===== src/nas_pkg.sv =====
// Shared types and constants for the node acquisition sequencer.
`default_nettype none
package nas_pkg;

  localparam int PERIOD_W   = 16;
  localparam int ID_FIELD_W = 8;
  localparam int NEW_ID_W   = 9;
  localparam int CFG_ADDR_W = 3;
  localparam int CFG_DATA_W = 16;
  localparam int IN_DATA_W  = 16;
  localparam int OUT_DATA_W = 24;
  localparam int MAX_MSGS   = 3;
  localparam int SLOT_IDX_W = 2;

  typedef enum logic [1:0] {
    MODE_NORMAL = 2'd0,
    MODE_POLL   = 2'd1,
    MODE_SET    = 2'd2
  } mode_t;

  typedef enum logic [2:0] {
    KIND_START_DATA = 3'd0,
    KIND_START_ACQ  = 3'd1,
    KIND_POLL       = 3'd2,
    KIND_SET_ID     = 3'd3,
    KIND_STOP_ACQ   = 3'd4
  } kind_t;

  typedef enum logic [CFG_ADDR_W-1:0] {
    CFG_KEEPALIVE_PERIOD = 3'd0,
    CFG_POLL_PERIOD      = 3'd1,
    CFG_POLL_DURATION    = 3'd2,
    CFG_ASSIGN_PERIOD    = 3'd3,
    CFG_OWN_ID           = 3'd4,
    CFG_UNASSIGNED_ID    = 3'd5
  } cfg_idx_t;

  typedef enum logic [1:0] {
    ST_IDLE = 2'd0,
    ST_DIV  = 2'd1,
    ST_EMIT = 2'd2
  } seq_state_t;

  typedef struct packed {
    logic                  report;
    logic                  acq;
    logic                  clr;
    logic [ID_FIELD_W-1:0] rid;
  } event_t;

  typedef struct packed {
    logic [PERIOD_W-1:0]   keepalive_period;
    logic [PERIOD_W-1:0]   poll_period;
    logic [PERIOD_W-1:0]   poll_duration;
    logic [PERIOD_W-1:0]   assign_period;
    logic [ID_FIELD_W-1:0] own_id;
    logic [ID_FIELD_W-1:0] unassigned_id;
  } cfg_t;

  typedef struct packed {
    kind_t                 kind;
    logic [ID_FIELD_W-1:0] sender;
    logic                  clr;
    logic [NEW_ID_W-1:0]   new_id;
  } msg_t;

  typedef struct packed {
    logic done;
    logic zero;
  } rem_status_t;

endpackage
`default_nettype wire


===== src/nas_front.sv =====
// Input side: takes event beats, decodes them and queues them for the sequencer.
`default_nettype none
module nas_front
  import nas_pkg::*;
(
  input  wire logic                 clk,
  input  wire logic                 rst_n,
  input  wire logic                 in_tvalid,
  output logic                      in_tready,
  input  wire logic [IN_DATA_W-1:0] in_tdata,
  input  wire logic [0:0]           in_tuser,
  output logic                      q_valid,
  output event_t                    q_evt,
  input  wire logic                 q_pop
);

  event_t     mem_r [2];
  logic       wr_ptr_r, wr_ptr_nxt;
  logic       rd_ptr_r, rd_ptr_nxt;
  logic [1:0] cnt_r, cnt_nxt;
  event_t     evt;
  logic       push;
  logic       pop;

  // tdata: acq_req, clear_request, reporter_id from bit 0 up
  always_comb begin
    evt.report = in_tuser[0];
    evt.acq    = in_tdata[0];
    evt.clr    = in_tdata[1];
    evt.rid    = in_tdata[2 +: ID_FIELD_W];
  end

  assign in_tready = (cnt_r != 2'd2);
  assign push      = in_tvalid && in_tready;
  assign q_valid   = (cnt_r != 2'd0);
  assign pop       = q_pop && q_valid;
  assign q_evt     = mem_r[rd_ptr_r];

  always_comb begin
    wr_ptr_nxt = push ? !wr_ptr_r : wr_ptr_r;
    rd_ptr_nxt = pop ? !rd_ptr_r : rd_ptr_r;
    cnt_nxt    = cnt_r + 2'(push) - 2'(pop);
  end

  always_ff @(posedge clk) begin
    if (push) begin
      mem_r[wr_ptr_r] <= evt;
    end
  end

  always_ff @(posedge clk) begin
    if (!rst_n) begin
      wr_ptr_r <= 1'b0;
      rd_ptr_r <= 1'b0;
      cnt_r    <= 2'd0;
    end else begin
      wr_ptr_r <= wr_ptr_nxt;
      rd_ptr_r <= rd_ptr_nxt;
      cnt_r    <= cnt_nxt;
    end
  end

endmodule
`default_nettype wire


===== src/nas_rem.sv =====
// Serial remainder unit: one dividend bit per cycle, restoring form.
`default_nettype none
module nas_rem
  import nas_pkg::*;
#(
  parameter int DIVIDEND_W = 16,
  parameter int DIVISOR_W  = 16
) (
  input  wire logic                  clk,
  input  wire logic                  rst_n,
  input  wire logic                  start,
  input  wire logic [DIVIDEND_W-1:0] dividend,
  input  wire logic [DIVISOR_W-1:0]  divisor,
  output rem_status_t                status
);

  localparam int STEP_W = $clog2(DIVIDEND_W + 1);

  logic [DIVIDEND_W-1:0] dvd_r, dvd_nxt;
  logic [DIVISOR_W-1:0]  div_r, div_nxt;
  logic [DIVISOR_W-1:0]  rem_r, rem_nxt;
  logic [STEP_W-1:0]     step_r, step_nxt;
  logic                  busy_r, busy_nxt;
  logic                  done_r, done_nxt;
  logic [DIVISOR_W:0]    trial;

  assign trial = {rem_r, dvd_r[DIVIDEND_W-1]};

  always_comb begin
    dvd_nxt  = dvd_r;
    div_nxt  = div_r;
    rem_nxt  = rem_r;
    step_nxt = step_r;
    busy_nxt = busy_r;
    done_nxt = 1'b0;
    if (start) begin
      dvd_nxt  = dividend;
      div_nxt  = divisor;
      rem_nxt  = '0;
      step_nxt = STEP_W'(DIVIDEND_W);
      busy_nxt = 1'b1;
    end else if (busy_r) begin
      // trial stays below twice the divisor, so one subtract restores it
      if (trial >= {1'b0, div_r}) begin
        rem_nxt = DIVISOR_W'(trial - {1'b0, div_r});
      end else begin
        rem_nxt = DIVISOR_W'(trial);
      end
      dvd_nxt  = {dvd_r[DIVIDEND_W-2:0], 1'b0};
      step_nxt = step_r - STEP_W'(1);
      if (step_r == STEP_W'(1)) begin
        busy_nxt = 1'b0;
        done_nxt = 1'b1;
      end
    end
  end

  always_ff @(posedge clk) begin
    dvd_r  <= dvd_nxt;
    div_r  <= div_nxt;
    rem_r  <= rem_nxt;
    step_r <= step_nxt;
  end

  always_ff @(posedge clk) begin
    if (!rst_n) begin
      busy_r <= 1'b0;
      done_r <= 1'b0;
    end else begin
      busy_r <= busy_nxt;
      done_r <= done_nxt;
    end
  end

  assign status.done = done_r;
  assign status.zero = (rem_r == '0);

endmodule
`default_nettype wire


===== src/nas_back.sv =====
// Sequencer: mode, tick counter and highest ID; builds and sends message beats.
`default_nettype none
module nas_back
  import nas_pkg::*;
#(
  parameter int COUNT_BITS = 16,
  parameter int ID_BITS    = 8
) (
  input  wire logic                  clk,
  input  wire logic                  rst_n,
  input  wire cfg_t                  cfg,
  input  wire logic                  q_valid,
  input  wire event_t                q_evt,
  output logic                       q_pop,
  output logic                       out_tvalid,
  input  wire logic                  out_tready,
  output logic [OUT_DATA_W-1:0]      out_tdata,
  output logic [2:0]                 out_tuser,
  output logic                       out_tlast
);

  localparam int CMP_W = (COUNT_BITS > PERIOD_W) ? COUNT_BITS : PERIOD_W;

  seq_state_t            state_r, state_nxt;
  mode_t                 mode_r, mode_nxt;
  logic [COUNT_BITS-1:0] tick_r, tick_nxt;
  logic [ID_BITS-1:0]    high_r, high_nxt;
  msg_t                  slot_r [MAX_MSGS];
  msg_t                  slot_nxt [MAX_MSGS];
  logic [SLOT_IDX_W-1:0] cnt_r, cnt_nxt;
  logic [SLOT_IDX_W-1:0] idx_r, idx_nxt;
  logic                  out_valid_r, out_valid_nxt;
  msg_t                  out_msg_r, out_msg_nxt;
  logic                  out_last_r, out_last_nxt;

  logic [COUNT_BITS-1:0] tc1;
  logic [CMP_W-1:0]      tc1_x;
  logic [ID_BITS-1:0]    rid;
  logic [ID_BITS:0]      high_inc;
  logic                  rem_start;
  logic                  emit_fire;
  logic                  emit_last;
  rem_status_t           rem_st;
  msg_t                  m_sd, m_sa, m_poll, m_set, m_stop;

  nas_rem #(
    .DIVIDEND_W (COUNT_BITS),
    .DIVISOR_W  (PERIOD_W)
  ) u_rem (
    .clk      (clk),
    .rst_n    (rst_n),
    .start    (rem_start),
    .dividend (tc1),
    .divisor  (cfg.poll_period),
    .status   (rem_st)
  );

  assign tc1      = tick_r + COUNT_BITS'(1);
  assign tc1_x    = CMP_W'(tc1);
  assign rid      = ID_BITS'(q_evt.rid);
  assign high_inc = {1'b0, high_r} + (ID_BITS + 1)'(1);

  always_comb begin
    m_sd   = '{kind: KIND_START_DATA, sender: cfg.own_id, clr: 1'b0, new_id: '0};
    m_sa   = '{kind: KIND_START_ACQ, sender: cfg.own_id, clr: q_evt.clr, new_id: '0};
    m_poll = '{kind: KIND_POLL, sender: cfg.own_id, clr: 1'b0, new_id: '0};
    m_set  = '{kind: KIND_SET_ID, sender: cfg.unassigned_id, clr: 1'b0,
               new_id: NEW_ID_W'(high_inc)};
    m_stop = '{kind: KIND_STOP_ACQ, sender: cfg.own_id, clr: 1'b0, new_id: '0};
  end

  assign emit_fire = (state_r == ST_EMIT) && (!out_valid_r || out_tready);
  assign emit_last = (idx_r == cnt_r - SLOT_IDX_W'(1));

  // event decode and datapath
  always_comb begin
    q_pop         = 1'b0;
    rem_start     = 1'b0;
    mode_nxt      = mode_r;
    tick_nxt      = tick_r;
    high_nxt      = high_r;
    cnt_nxt       = cnt_r;
    idx_nxt       = idx_r;
    out_valid_nxt = out_valid_r && !out_tready;
    out_msg_nxt   = out_msg_r;
    out_last_nxt  = out_last_r;
    for (int i = 0; i < MAX_MSGS; i++) begin
      slot_nxt[i] = slot_r[i];
    end

    unique case (state_r)
      ST_IDLE: begin
        if (q_valid) begin
          q_pop   = 1'b1;
          cnt_nxt = '0;
          idx_nxt = '0;
          if (q_evt.report) begin
            if (rid > high_r) begin
              high_nxt = rid;
            end
          end else begin
            unique case (mode_r)
              MODE_NORMAL: begin
                logic ka;
                ka = (tc1_x == CMP_W'(cfg.keepalive_period));
                tick_nxt = (ka || q_evt.acq) ? '0 : tc1;
                slot_nxt[0] = ka ? m_sd : m_sa;
                slot_nxt[1] = m_sa;
                slot_nxt[2] = m_sa;
                cnt_nxt = {q_evt.acq, ka};
                if (q_evt.acq) begin
                  mode_nxt = MODE_POLL;
                  if (q_evt.clr) begin
                    high_nxt = '0;
                  end
                end
              end
              MODE_POLL: begin
                // remainder test runs on the captured count after the update
                rem_start = (cfg.poll_period != '0);
                if (tc1_x >= CMP_W'(cfg.poll_duration)) begin
                  mode_nxt = MODE_SET;
                  tick_nxt = '0;
                end else begin
                  tick_nxt = tc1;
                end
              end
              MODE_SET: begin
                if (!q_evt.acq) begin
                  mode_nxt    = MODE_NORMAL;
                  tick_nxt    = '0;
                  slot_nxt[0] = m_stop;
                  slot_nxt[1] = m_stop;
                  cnt_nxt     = SLOT_IDX_W'(2);
                end else if (tc1_x == CMP_W'(cfg.assign_period)) begin
                  tick_nxt    = '0;
                  slot_nxt[0] = m_set;
                  cnt_nxt     = SLOT_IDX_W'(1);
                end else begin
                  tick_nxt = tc1;
                end
              end
              default: begin
              end
            endcase
          end
        end
      end
      ST_DIV: begin
        if (rem_st.done && rem_st.zero) begin
          slot_nxt[0] = m_poll;
          cnt_nxt     = SLOT_IDX_W'(1);
        end
      end
      ST_EMIT: begin
        if (emit_fire) begin
          out_valid_nxt = 1'b1;
          out_msg_nxt   = slot_r[idx_r];
          out_last_nxt  = emit_last;
          idx_nxt       = emit_last ? '0 : idx_r + SLOT_IDX_W'(1);
        end
      end
      default: begin
      end
    endcase
  end

  // next state
  always_comb begin
    state_nxt = state_r;
    unique case (state_r)
      ST_IDLE: begin
        if (rem_start) begin
          state_nxt = ST_DIV;
        end else if (q_pop && cnt_nxt != '0) begin
          state_nxt = ST_EMIT;
        end
      end
      ST_DIV: begin
        if (rem_st.done) begin
          state_nxt = rem_st.zero ? ST_EMIT : ST_IDLE;
        end
      end
      ST_EMIT: begin
        if (emit_fire && emit_last) begin
          state_nxt = ST_IDLE;
        end
      end
      default: state_nxt = ST_IDLE;
    endcase
  end

  always_ff @(posedge clk) begin
    for (int i = 0; i < MAX_MSGS; i++) begin
      slot_r[i] <= slot_nxt[i];
    end
    out_msg_r  <= out_msg_nxt;
    out_last_r <= out_last_nxt;
  end

  always_ff @(posedge clk) begin
    if (!rst_n) begin
      state_r     <= ST_IDLE;
      mode_r      <= MODE_NORMAL;
      tick_r      <= '0;
      high_r      <= '0;
      cnt_r       <= '0;
      idx_r       <= '0;
      out_valid_r <= 1'b0;
    end else begin
      state_r     <= state_nxt;
      mode_r      <= mode_nxt;
      tick_r      <= tick_nxt;
      high_r      <= high_nxt;
      cnt_r       <= cnt_nxt;
      idx_r       <= idx_nxt;
      out_valid_r <= out_valid_nxt;
    end
  end

  assign out_tvalid = out_valid_r;
  assign out_tdata  = {6'b0, out_msg_r.new_id, out_msg_r.clr, out_msg_r.sender};
  assign out_tuser  = out_msg_r.kind;
  assign out_tlast  = out_last_r;

endmodule
`default_nettype wire


===== src/node_acquisition_sequencer_core.sv =====
// Top level of the node acquisition sequencer: configuration registers and channels.
// Each input beat is a tick or a node report; a tick yields zero to three message
// beats, the last one marked by out_tlast. In poll mode with a nonzero poll
// period a tick also runs the serial remainder unit, which tests the count against
// the poll period one bit per cycle. A two-entry queue in front of the sequencer
// keeps taking beats while it works, as long as it has room, and the output
// register holds a finished beat while the next event runs.
`default_nettype none
module node_acquisition_sequencer_core
  import nas_pkg::*;
#(
  parameter int COUNT_BITS = 16,
  parameter int ID_BITS    = 8
) (
  input  wire logic                  clk,
  input  wire logic                  rst_n,
  input  wire logic                  cfg_we,
  input  wire logic [CFG_ADDR_W-1:0] cfg_addr,
  input  wire logic [CFG_DATA_W-1:0] cfg_wdata,
  input  wire logic                  in_tvalid,
  output logic                       in_tready,
  input  wire logic [IN_DATA_W-1:0]  in_tdata,  // acq_req, clear_request, reporter_id
  input  wire logic [0:0]            in_tuser,  // cmd
  output logic                       out_tvalid,
  input  wire logic                  out_tready,
  output logic [OUT_DATA_W-1:0]      out_tdata, // sender_id, clear_flag, new_id
  output logic [2:0]                 out_tuser, // msg_kind
  output logic                       out_tlast  // last
);

  cfg_t   cfg_r, cfg_nxt;
  logic   q_valid;
  event_t q_evt;
  logic   q_pop;

  always_comb begin
    cfg_nxt = cfg_r;
    if (cfg_we) begin
      unique case (cfg_addr)
        CFG_KEEPALIVE_PERIOD: cfg_nxt.keepalive_period = cfg_wdata;
        CFG_POLL_PERIOD:      cfg_nxt.poll_period      = cfg_wdata;
        CFG_POLL_DURATION:    cfg_nxt.poll_duration    = cfg_wdata;
        CFG_ASSIGN_PERIOD:    cfg_nxt.assign_period    = cfg_wdata;
        CFG_OWN_ID:           cfg_nxt.own_id           = cfg_wdata[ID_FIELD_W-1:0];
        CFG_UNASSIGNED_ID:    cfg_nxt.unassigned_id    = cfg_wdata[ID_FIELD_W-1:0];
        default: begin
        end
      endcase
    end
  end

  always_ff @(posedge clk) begin
    if (!rst_n) begin
      cfg_r.keepalive_period <= PERIOD_W'(1000);
      cfg_r.poll_period      <= PERIOD_W'(100);
      cfg_r.poll_duration    <= PERIOD_W'(1000);
      cfg_r.assign_period    <= PERIOD_W'(100);
      cfg_r.own_id           <= '0;
      cfg_r.unassigned_id    <= '1;
    end else begin
      cfg_r <= cfg_nxt;
    end
  end

  nas_front u_front (
    .clk       (clk),
    .rst_n     (rst_n),
    .in_tvalid (in_tvalid),
    .in_tready (in_tready),
    .in_tdata  (in_tdata),
    .in_tuser  (in_tuser),
    .q_valid   (q_valid),
    .q_evt     (q_evt),
    .q_pop     (q_pop)
  );

  nas_back #(
    .COUNT_BITS (COUNT_BITS),
    .ID_BITS    (ID_BITS)
  ) u_back (
    .clk        (clk),
    .rst_n      (rst_n),
    .cfg        (cfg_r),
    .q_valid    (q_valid),
    .q_evt      (q_evt),
    .q_pop      (q_pop),
    .out_tvalid (out_tvalid),
    .out_tready (out_tready),
    .out_tdata  (out_tdata),
    .out_tuser  (out_tuser),
    .out_tlast  (out_tlast)
  );

endmodule
`default_nettype wire

===== config.mk =====
export PLATFORM = sky130hd
export DESIGN_NAME = node_acquisition_sequencer_core
export DESIGN_NICKNAME = d
export VERILOG_FILES = /design/src/nas_pkg.sv /design/src/nas_front.sv /design/src/nas_rem.sv /design/src/nas_back.sv /design/src/node_acquisition_sequencer_core.sv
export SDC_FILE = /design/constraint.sdc
export NUM_CORES = 1
export LEC_CHECK = 0
export ABC_CLOCK_PERIOD_IN_PS = 3200
export BUFFER_PORTS_ARGS = -buffer_cell sky130_fd_sc_hd__buf_2
export CORE_ASPECT_RATIO = 0.8
export CORE_MARGIN = 2
export CORE_UTILIZATION = 51
export CTS_CLUSTER_DIAMETER = 60
export DETAILED_ROUTE_END_ITERATION = 10
export HOLD_SLACK_MARGIN = 0.08
export PLACE_DENSITY = 0.71
export SYNTH_ARGS = -nofsm -noshare
export SYNTH_HDL_FRONTEND = slang
export SYNTH_SLANG_ARGS = --single-unit

===== constraint.sdc =====
create_clock -name clk -period 3.2 [get_ports clk]
set_input_delay 0.16 -clock clk [delete_from_list [all_inputs] [get_ports clk]]
set_output_delay 0.16 -clock clk [all_outputs]
set_load 0.005 [all_outputs]

==> impl_results.md, run 1 <==
- Post-Route Skew: 0.0158 ns
- Area Overhead vs Synth: 17.7%
- CTS Root Buffer Type: clkbuf_16
- H-tree depth: 1
- Die Span Y: 144 um
- Initial antenna violation count: 0
- Final design area excluding fillers: 14800 um^2
- Setup TNS: 0 ns
- # nets final: 1519
- Initial DRC count: 979
- Xor/xnor share of the synthesized area: 0.0555
- Logic pwr share: 0.287
- Cells after synthesis: 1291
- DRC violations left: 0
- Seq/Total Area, Yosys: 0.504
- Top FF cell, synth: dfxtp_1
- Seq pwr share: 0.429
- DR pass1 iterations: 5
- CTS tree: done
- Syn_area_per_cell: between 9 and 10 um^2
- Initial Util: 0.518
- Clk_lat worst skew: about 0.53 ns
- Min Tclk post-route: 3.16 ns
- Crit. End Element: flip-flop
- Synth Area in Adders: 0.0524
- Max Clk Rate: 316 MHz
- Largest net degree at the start of global routing: 50
- Peak supply drop: 0.000400 V
- Max Slew Vio Count: 0
- Compound-Gate Fraction of Synth Area: 0.115
- Clock Tree Buf Depth: 3
- Max Cap Viol: 0
- Maximum fanout along the worst path: 8
- Post-synthesis mux area share: 0.0408
- Routed Antenna Nets: 0
- All-Layer GR Usage: 0.234
- Setup CP Type: reg -> reg
- Combinational family with the most area after synthesis: simple AND/OR/NAND/NOR gates
- DP Area: 13500 um^2
- Final wirelength: between 30000 and 40000 um
- RePlAce Congestion: 0.902
- P_sw: 3.24 mW
- Ys async rst share: 0
- Clk slew on worst S/H paths: 0.06 ns
- Final period util: 0.987
- Post-synth EDFFs: 117
- Worst Hold Path Cells: 4
- Power per cell area: 689 nW/um^2
- Worst min path class: in -> reg
- Rel. slew slack: 0.274
- Critical path arrival: 3.58 ns
- Synth cell types: 76
- Critical path launch point type: flip-flop
- Final Util: 0.610
- Mapped cell area: between 10000 and 15000 um^2
- Cell internal pwr: 6.94 mW
- Most common cell after layout, fill and taps aside: nand2_1
- Net Sw Frac: 0.318
- Vias per cell: 5.47
- CTS Buf Count: 26
- Die area: 25900 um^2
- Most frequent cells in the layout: 238 x nand2_1, 132 x dfxtp_1, 117 x edfxtp_1, 92 x a21oi_1, 77 x inv_1
- Worst-margin pin slew: about 1.1 ns
- IO Pins: 71
- Number of clock sinks: 258
- Final setup violation count: 0
- Status: finished, final reports clean
- Synth Register Bits: roughly 260
- Final Power: a little over 10 mW
- Core ar.: between 20000 and 25000 um^2
- Site Rows: between 50 and 60
- WL/cell: approximately 17 um
- Hpwl dp: 21600 um
- Die width: 179 um
- Clk pwr share: 0.285
- Number of diodes: 0
- Global route overflow: 0
- Synth Area in Simple Gates: 0.179
- Worst path required time: between 3 and 4 ns
- Port bufs: 58
- Share of post-route cells with drive strength above 1: 0.174
- Yosys warning count: 0
- Vias in the first global route: 9181
- Via count: 9651
- Final hold viol count: 0
- Worst Reg2Reg Path Length in Cells: 13
- Leak pwr: 5.92 nW
- First-pass GRT wire length: 48800 um
[final timing paths]
kind                                  startpoint                     to  slack (ns)
worst min-delay path                 cfg_addr[1]              cfg_r[10]        0.17
worst max-delay path            u_back.tick_r[1]      u_back.tick_r[12]        0.04
worst min register to register         cfg_r[51]  u_back.u_rem.div_r[3]        0.46
worst max register to register  u_back.tick_r[1]      u_back.tick_r[12]        0.04
[synth_stat cells (18+ instances only)]
master    count  area share
edfxtp_1    117        0.28
nand3_1      38       0.015
mux2i_1      31       0.025
xor2_1       29       0.020
ha_1         51       0.051
mux2_2       18       0.016
o21ai_0      55       0.022
nand2_1     238       0.071
inv_1        78       0.023
dfxtp_1     141        0.22
nor2_1       76       0.023
a21oi_1      93       0.037
xnor2_1      48       0.033
clkbuf_1     37       0.011
[critical path: stages (launching register included)]
cell and delay (ns):
dfxtp_4 0.38, nand4_4 0.13, buf_4 0.19, nor4_4 0.31, buf_4 0.18, and4_1 0.22, o2111ai_1 0.18, nor4_2 0.29
buf_4 0.18, a211oi_1 0.08, a211o_2 0.38, buf_12 0.15, o21ai_4 0.29, nor2_1 0.08
[through the flow]
stage | setup slack, ns | hold WS, ns | instances
3_5_place_dp | -0.0518 | 0.352 | 1682
3_3_place_gp | 0.0511 | 0.349 | 1682
4_1_cts | 0.00887 | 0.134 | 1759
5_1_grt | -0.0497 | 0.180 | 1764
6_report | 0.0401 | 0.165 | 1764
2_1_floorplan | 0.0351 | 0.259 | 1296
[final cells by class]
type	count	area, um^2
Fill cell	2042	9470
Timing Repair Buffer	165	1200
Multi-Input combinational cell	897	5710
Clock inverter	13	81.3
Clock buffer	35	736
Tap cell	318	398
Sequential cell	258	6350
Inverter	78	293
[power by group through the flow]
stage | clock (mW) | sequential (mW) | combinational [mW]
finish | 2.90 | 4.36 | 2.92
global route | 3.06 | 4.42 | 3.24
CTS | 2.94 | 4.36 | 2.88
detailed placement | 0 | 4.42 | 2.84
global placement | 0 | 4.40 | 2.77
floorplan | 0 | 4.33 | 2.06
[kinds of logic after synthesis]
logic type,Yosys count
muxes,49
xor gates and xnor gates,78
other,1
AOI/OAI and AO/OA,236
buffers and inverters,141
adders and majority gates,52
and+or+nand+nor,476
DFF,258
[sequential cells by signal, indices dropped and copies added, names as in the netlist, 3 cells and up, named ones only]
signal               cells
u_back.tick_r           16
u_front.mem_r           22
u_back.u_rem.dvd_r      16
u_back.u_rem.rem_r      16
u_back.out_tdata        18
u_back.u_rem.div_r      16
cfg_r                   80
u_back.high_r            8
u_back.u_rem.step_r      5
u_back.slot_r           41
u_back.out_tuser         3
[routing by layer]
metal	track usage	wire length [um]	part of all wire
met1	0.339	14700	0.48
met2	0.367	13300	0.44
met3	0.0383	1940	0.064
met4	0.0573	593	0.019
met5	0	0	0
[what timing repair did]
action | in CTS | in global routing
pin swaps | 0 | 10
hold buffers | 29 | 0
endpoints found under the hold margin | 104 | 0
setup endpoints to repair | 2 | 41
setup buffers | 0 | 5
gates resized for setup | 1 | 41
Power figures use the tool's default switching activity.
==> inputs of run 2 (changes only) <==
--- a/config.mk
+++ b/config.mk
@@ -11,9 +11,11 @@
 export CORE_MARGIN = 2
 export CORE_UTILIZATION = 51
 export CTS_CLUSTER_DIAMETER = 60
+export CTS_CLUSTER_SIZE = 8
 export DETAILED_ROUTE_END_ITERATION = 10
 export HOLD_SLACK_MARGIN = 0.08
 export PLACE_DENSITY = 0.71
+export SETUP_SLACK_MARGIN = 0.4
 export SYNTH_ARGS = -nofsm -noshare
 export SYNTH_HDL_FRONTEND = slang
 export SYNTH_SLANG_ARGS = --single-unit
==> constraint.sdc (replaced) <==
create_clock -name clk -period 3.2 [get_ports clk]
set_input_delay 0.16 -clock clk [delete_from_list [all_inputs] [get_ports clk]]
set_output_delay 0.16 -clock clk [all_outputs]
set_load 0.01 [all_outputs]
==> run 2 against run 1 <==
Flip-flop and latch count stayed put. Register-to-register slack improved by 0.11 ns. Total power rose by 9.7%. Combinational power up 9.2%. Largest power group unchanged.
==> impl_results.md, run 2 (synthesis gave the netlist of run 1 again) <==
- Largest net degree at the start of global routing: between 40 and 50
- Biggest register: cfg_r
- Max Cap Viol: 0
- Min Tclk post-route: 3.05 ns
- Vias in the first global route: 9504
- Critical path launch point type: flip-flop
- WL/cell: 17.8 um
- Hpwl dp: 21400 um
- Final hold viol count: 0
- DR pass1 iterations: 5
- First-pass GRT wire length: 49600 um
- Final wirelength: 32100 um
- Max Slew Vio Count: 0
- Worst-margin pin slew: approximately 1.1 ns
- Core ar.: 24200 um^2
- All-Layer GR Usage: 0.240
- Worst path cell trace: ha_4 > and3_4 > buf_4 > buf_6 > xnor2_1 > nand4_1 > a211o_1 > nor4_4 > nand3_2 > a211o_4 > buf_12 > o21ai_4 > nor2_1
- Initial DRC count: a little under 1000
- Setup CP Type: reg -> reg
- Via count: 10000
- Clk slew on worst S/H paths: 0.05 ns
- RSZ-0062 raised after global routing: yes
- Final setup violation count: 0
- CTS tree: done
- Worst hold slack: between 0.15 and 0.2 ns
- Worst min path class: in -> reg
- Slowest cell delay on critical path: approximately 0.4 ns
- Share of post-route cells with drive strength above 1: 0.208
- Die Span Y: 144 um
- Maximum fanout along the worst path: 8
- Port bufs: 58
- Rel. slew slack: 0.248
- IO Pins: 71
- H-tree depth: 2
- Final period util: 0.953
- Die area: 25900 um^2
- Crit. End Element: flip-flop
- Global route overflow: 0
- Clock Tree Buf Depth: 3
- Power per cell area: 719 nW/um^2
- Critical path arrival: ~3.4 ns
- CTS Buf Count: 38
- Area Overhead vs Synth: 23.7%
- CTS Root Buffer Type: clkbuf_16
- Setup ws final: 0.150 ns
- Post-Route Skew: 0.0164 ns
- Initial Util: 0.518
- Initial antenna violation count: 1
- # nets final: 1552
- Top Family by Delay on Critical Path: compound AO/OA/AOI/OAI gates
- Leak pwr: between 6 and 7 nW
- Slowest library cell on the worst path: a211o_4
- DRC violations left: 0
- Most frequent cells in the layout: 237 x nand2_1, 126 x dfxtp_1, 117 x edfxtp_1, 90 x a21oi_1, 86 x buf_4
- Vias per cell: 5.57
- Clk_lat worst skew: slightly above 0.5 ns
- Die width: 179 um
- Pre-CTS WS: -0.0572 ns
- Peak supply drop: 0.000340 V
- Max Clk Rate: about 330 MHz
- Routed Antenna Nets: 0
- Worst path required time: between 3 and 4 ns
- Most common cell after layout, fill and taps aside: nand2_1
- Number of clock sinks: approximately 260
- Status: finished, final reports clean
- Site Rows: 51
- Flip-flop count of the largest register after layout: 80
- Top flop regs: cfg_r x80, u_back.slot_r x41, u_front.mem_r x22
- Number of diodes: 0
- Critical path buffer and inverter count: 3
- RePlAce Congestion: 0.926
[run 2: cell types whose count changed in the layout (fill, tap and decap cells not counted), sizes merged]
| cell | before | now |
|---|---|---|
| clkinvlp | 3 | 1 |
| inv | 79 | 77 |
| clkinv | 9 | 2 |
| buf | 136 | 155 |
| clkbuf | 35 | 65 |
[run 2: repair_timing]
action,in CTS,in global routing
resized for setup,44,59
cloned,0,3
hold buffers,29,0
hold endpoints to repair,103,0
endpoints found under the setup margin,57,104
pin swaps,26,25
buffers inserted,23,12
[run 2: routing by layer]
metal / routed length (um) / GRT usage
met5: 41 / 0
met4: 786 / 0.0697
met3: 2310 / 0.0385
met2: 14200 / 0.382
met1: 14800 / 0.340
[run 2: stage by stage]
step	power [mW]	instances	utilization	setup TNS (ns)	cell area (um^2)
6_report	11.2	1802	0.641	0	15500
3_3_place_gp	7.15	1670	0.554	0	13400
3_5_place_dp	7.23	1670	0.554	-0.0572	13400
2_1_floorplan	6.42	1296	-	0	12600
5_1_grt	11.7	1802	0.641	0	15500
4_1_cts	10.9	1787	0.626	0	15200
[run 2: final timing paths]
| check | startpoint | slack [ns] | cells after the start | to |
|---|---|---|---|---|
| hold reg to reg | cfg_r[56] | 0.46 | 0 | u_back.u_rem.div_r[8] |
| hold / removal | rst_n | 0.16 | 3 | u_back.state_r[0] |
| setup / recovery | u_back.tick_r[1] | 0.15 | 13 | u_back.tick_r[15] |
| setup reg to reg | u_back.tick_r[1] | 0.15 | 13 | u_back.tick_r[15] |
[run 2: worst reg2reg max path, delay by kind of cell (launching register included)]
kind / cells / cell delay [ns]
AO/OA/AOI/OAI: 3 / 0.89
XOR/XNOR: 1 / 0.21
adder cells (fa/ha/maj): 1 / 0.17
buffers and inverters: 3 / 0.42
flip-flops: 1 / 0.36
AND/OR/NAND/NOR: 5 / 0.89
[run 2: final cells by class]
cell class,count,area [um^2]
Clock buffer,63,1040
Sequential cell,258,6370
Fill cell,1913,8710
Tap cell,318,398
Inverter,78,297
Clock inverter,2,25.0
Timing Repair Buffer,186,1440
Multi-Input combinational cell,897,5960
[run 2: power by group]
group / leakage (nW) / switching, mW / internal, mW / total [mW]
combinational: 3.49 / 1.76 / 1.43 / 3.19
clock: 0.509 / 1.39 / 2.21 / 3.60
sequential: 2.25 / 0.323 / 4.06 / 4.38
==> inputs of run 3 (changes only) <==
==> constraint.sdc (replaced) <==
create_clock -name clk -period 3.2 [get_ports clk]
set_input_delay 0.64 -clock clk [delete_from_list [all_inputs] [get_ports clk]]
set_output_delay 0.64 -clock clk [all_outputs]
set_load 0.01 [all_outputs]
==> run 3 against run 2 <==
Sequential share of layout area grew 0.89 points. First-iteration DRC count shrank 16%. Cell area shrank 2.2%. Flip-flop and latch count is the same. Worst setup slack gained 0.061 ns. Register-to-register slack gained 0.06 ns.
==> impl_results.md, run 3 (synthesis gave the netlist of run 1 again) <==
- Top Family by Delay on Critical Path: compound AO/OA/AOI/OAI gates
- Number of clock sinks: 258
- Peak supply drop: 0.000409 V
- DRC violations left: 0
- Hold Buf Count CTS: 0
- Power per cell area: 728 nW/um^2
- Initial Util: 0.518
- Placed Instances: 1675
- Slowest library cell on the worst path: a211o_4
- Site Rows: roughly 50
- Worst-margin pin slew: 0.977 ns
- Setup TNS: 0 ns
- Worst min path class: in -> reg
- Crit. End Element: flip-flop
- Met2 WL: between 10000 and 15000 um
- Critical path buffer and inverter count: 4
- Worst path required time: 3.60 ns
- Final wirelength: 31200 um
- Hpwl dp: around 21000 um
- Max Cap Viol: 0
- Most common cell after layout, fill and taps aside: nand2_1
- CTS tree: done
- Critical path launch point type: flip-flop
- M1 WL: 14500 um
- WL met3: 2240 um
- CTS Buf Count: 38
- Top Metal Used: met4
- Critical path arrival: 3.39 ns
- All-Layer GR Usage: 0.241
- Largest net degree at the start of global routing: 55
- Die width: roughly 180 um
- Fin cells: 1769
- Leak pwr: ~6.1 nW
- Port bufs: 58
- Routed Antenna Nets: 0
- Share of post-route cells with drive strength above 1: 0.208
- Flip-flop count of the largest register after layout: 80
- DR pass1 iterations: 5
- Initial DRC count: 819
- Worst path cell trace: nand3_4 > buf_4 > nor4_4 > xnor2_2 > buf_4 > buf_4 > xnor2_1 > a2111oi_2 > nand3_2 > a211o_4 > o21ai_4 > buf_6 > nor2_1
- Top flop regs: cfg_r x80, u_back.slot_r x41, u_front.mem_r x22
- Die Span Y: 144 um
- CTS Root Buffer Type: clkbuf_16
- Clk slew on worst S/H paths: around 0.05 ns
- WL/cell: 17.6 um
- Initial antenna violation count: 0
- Rel. slew slack: 0.344
- Die area: 25900 um^2
- Fillers: 2009
- Pre-CTS WS: 0.0112 ns
- Min Tclk post-route: 2.99 ns
- Max Clk Rate: between 300 and 400 MHz
- Status: finished, final reports clean
- Final period util: 0.934
- Vias in the first global route: roughly 9500
- H-tree depth: 2
- Setup CP Type: reg -> reg
- Vias per cell: 5.53
- IO Pins: 71
- Max Slew Vio Count: 0
- Biggest register: cfg_r
- Area Overhead vs Synth: 21.0%
- Core ar.: 24200 um^2
- Clk_lat worst skew: 0.52 ns
- Number of diodes: 0
- Maximum fanout along the worst path: 5
- Via count: slightly below 10000
- # nets final: 1519
- Most frequent cells in the layout: 238 x nand2_1, 130 x dfxtp_1, 117 x edfxtp_1, 90 x a21oi_1, 87 x buf_4
- Global route overflow: 0
- Setup ws final: 0.210 ns
- Post-Route Skew: 0.0164 ns
- Clock Tree Buf Depth: 3
- Slowest cell delay on critical path: 0.40 ns
- Final hold viol count: 0
- Most used cell, CP: buf_4
- RePlAce Congestion: 0.927
- Final setup violation count: 0
- First-pass GRT wire length: 50100 um
- RSZ-0062 raised after global routing: yes
## run 3: cell type report
class                   instances  area, um^2  area share
flip-flops and latches        258        6360       0.419
multi-input cells             897        6000       0.395
repair buffers                153        1050      0.0692
clock buffers                  61        1050      0.0689
well taps                     318         398      0.0262
inverters                      78         293      0.0193
clock inverters                 4        38.8     0.00255
## run 3: routing by layer
metal / track usage / vias up
li1: - / 4746
met1: 0.349 / 4650
met2: 0.379 / 341
met3: 0.0378 / 42
met4: 0.0668 / 0
met5: 0 / -
## run 3: timing repair
item | 4_1_cts | 5_1_grt
setup endpoints to repair | 42 | 107
buffers inserted | 21 | 8
resized for setup | 58 | 43
pin swaps | 35 | 38
## run 3: metrics by stage
step | area (um^2) | total power [mW] | hold WS [ns] | util
5_1_grt | 15200 | 11.6 | 0.313 | 0.627
3_3_place_gp | 13500 | 7.20 | 0.439 | 0.556
2_1_floorplan | 12600 | 6.42 | 0.430 | -
6_report | 15200 | 11.1 | 0.321 | 0.627
3_5_place_dp | 13500 | 7.28 | 0.441 | 0.556
4_1_cts | 15000 | 11.0 | 0.307 | 0.617
## run 3: final timing paths
| check | from | to | slack (ns) | depth (start not counted) |
|---|---|---|---|---|
| worst max register to register | u_back.tick_r[6] | u_back.tick_r[8] | 0.21 | 13 |
| worst min register to register | cfg_r[56] | u_back.u_rem.div_r[8] | 0.45 | 0 |
| worst max-delay path | u_back.tick_r[6] | u_back.tick_r[8] | 0.21 | 13 |
| worst min-delay path | in_tdata[0] | u_front.mem_r[1][9] | 0.32 | 1 |
## run 3: power breakdown
part | switching [mW] | internal, mW | total [mW] | leakage, nW
Clock | 1.41 | 2.23 | 3.63 | 0.521
Combinational | 1.73 | 1.32 | 3.05 | 3.33
Sequential | 0.314 | 4.06 | 4.37 | 2.25
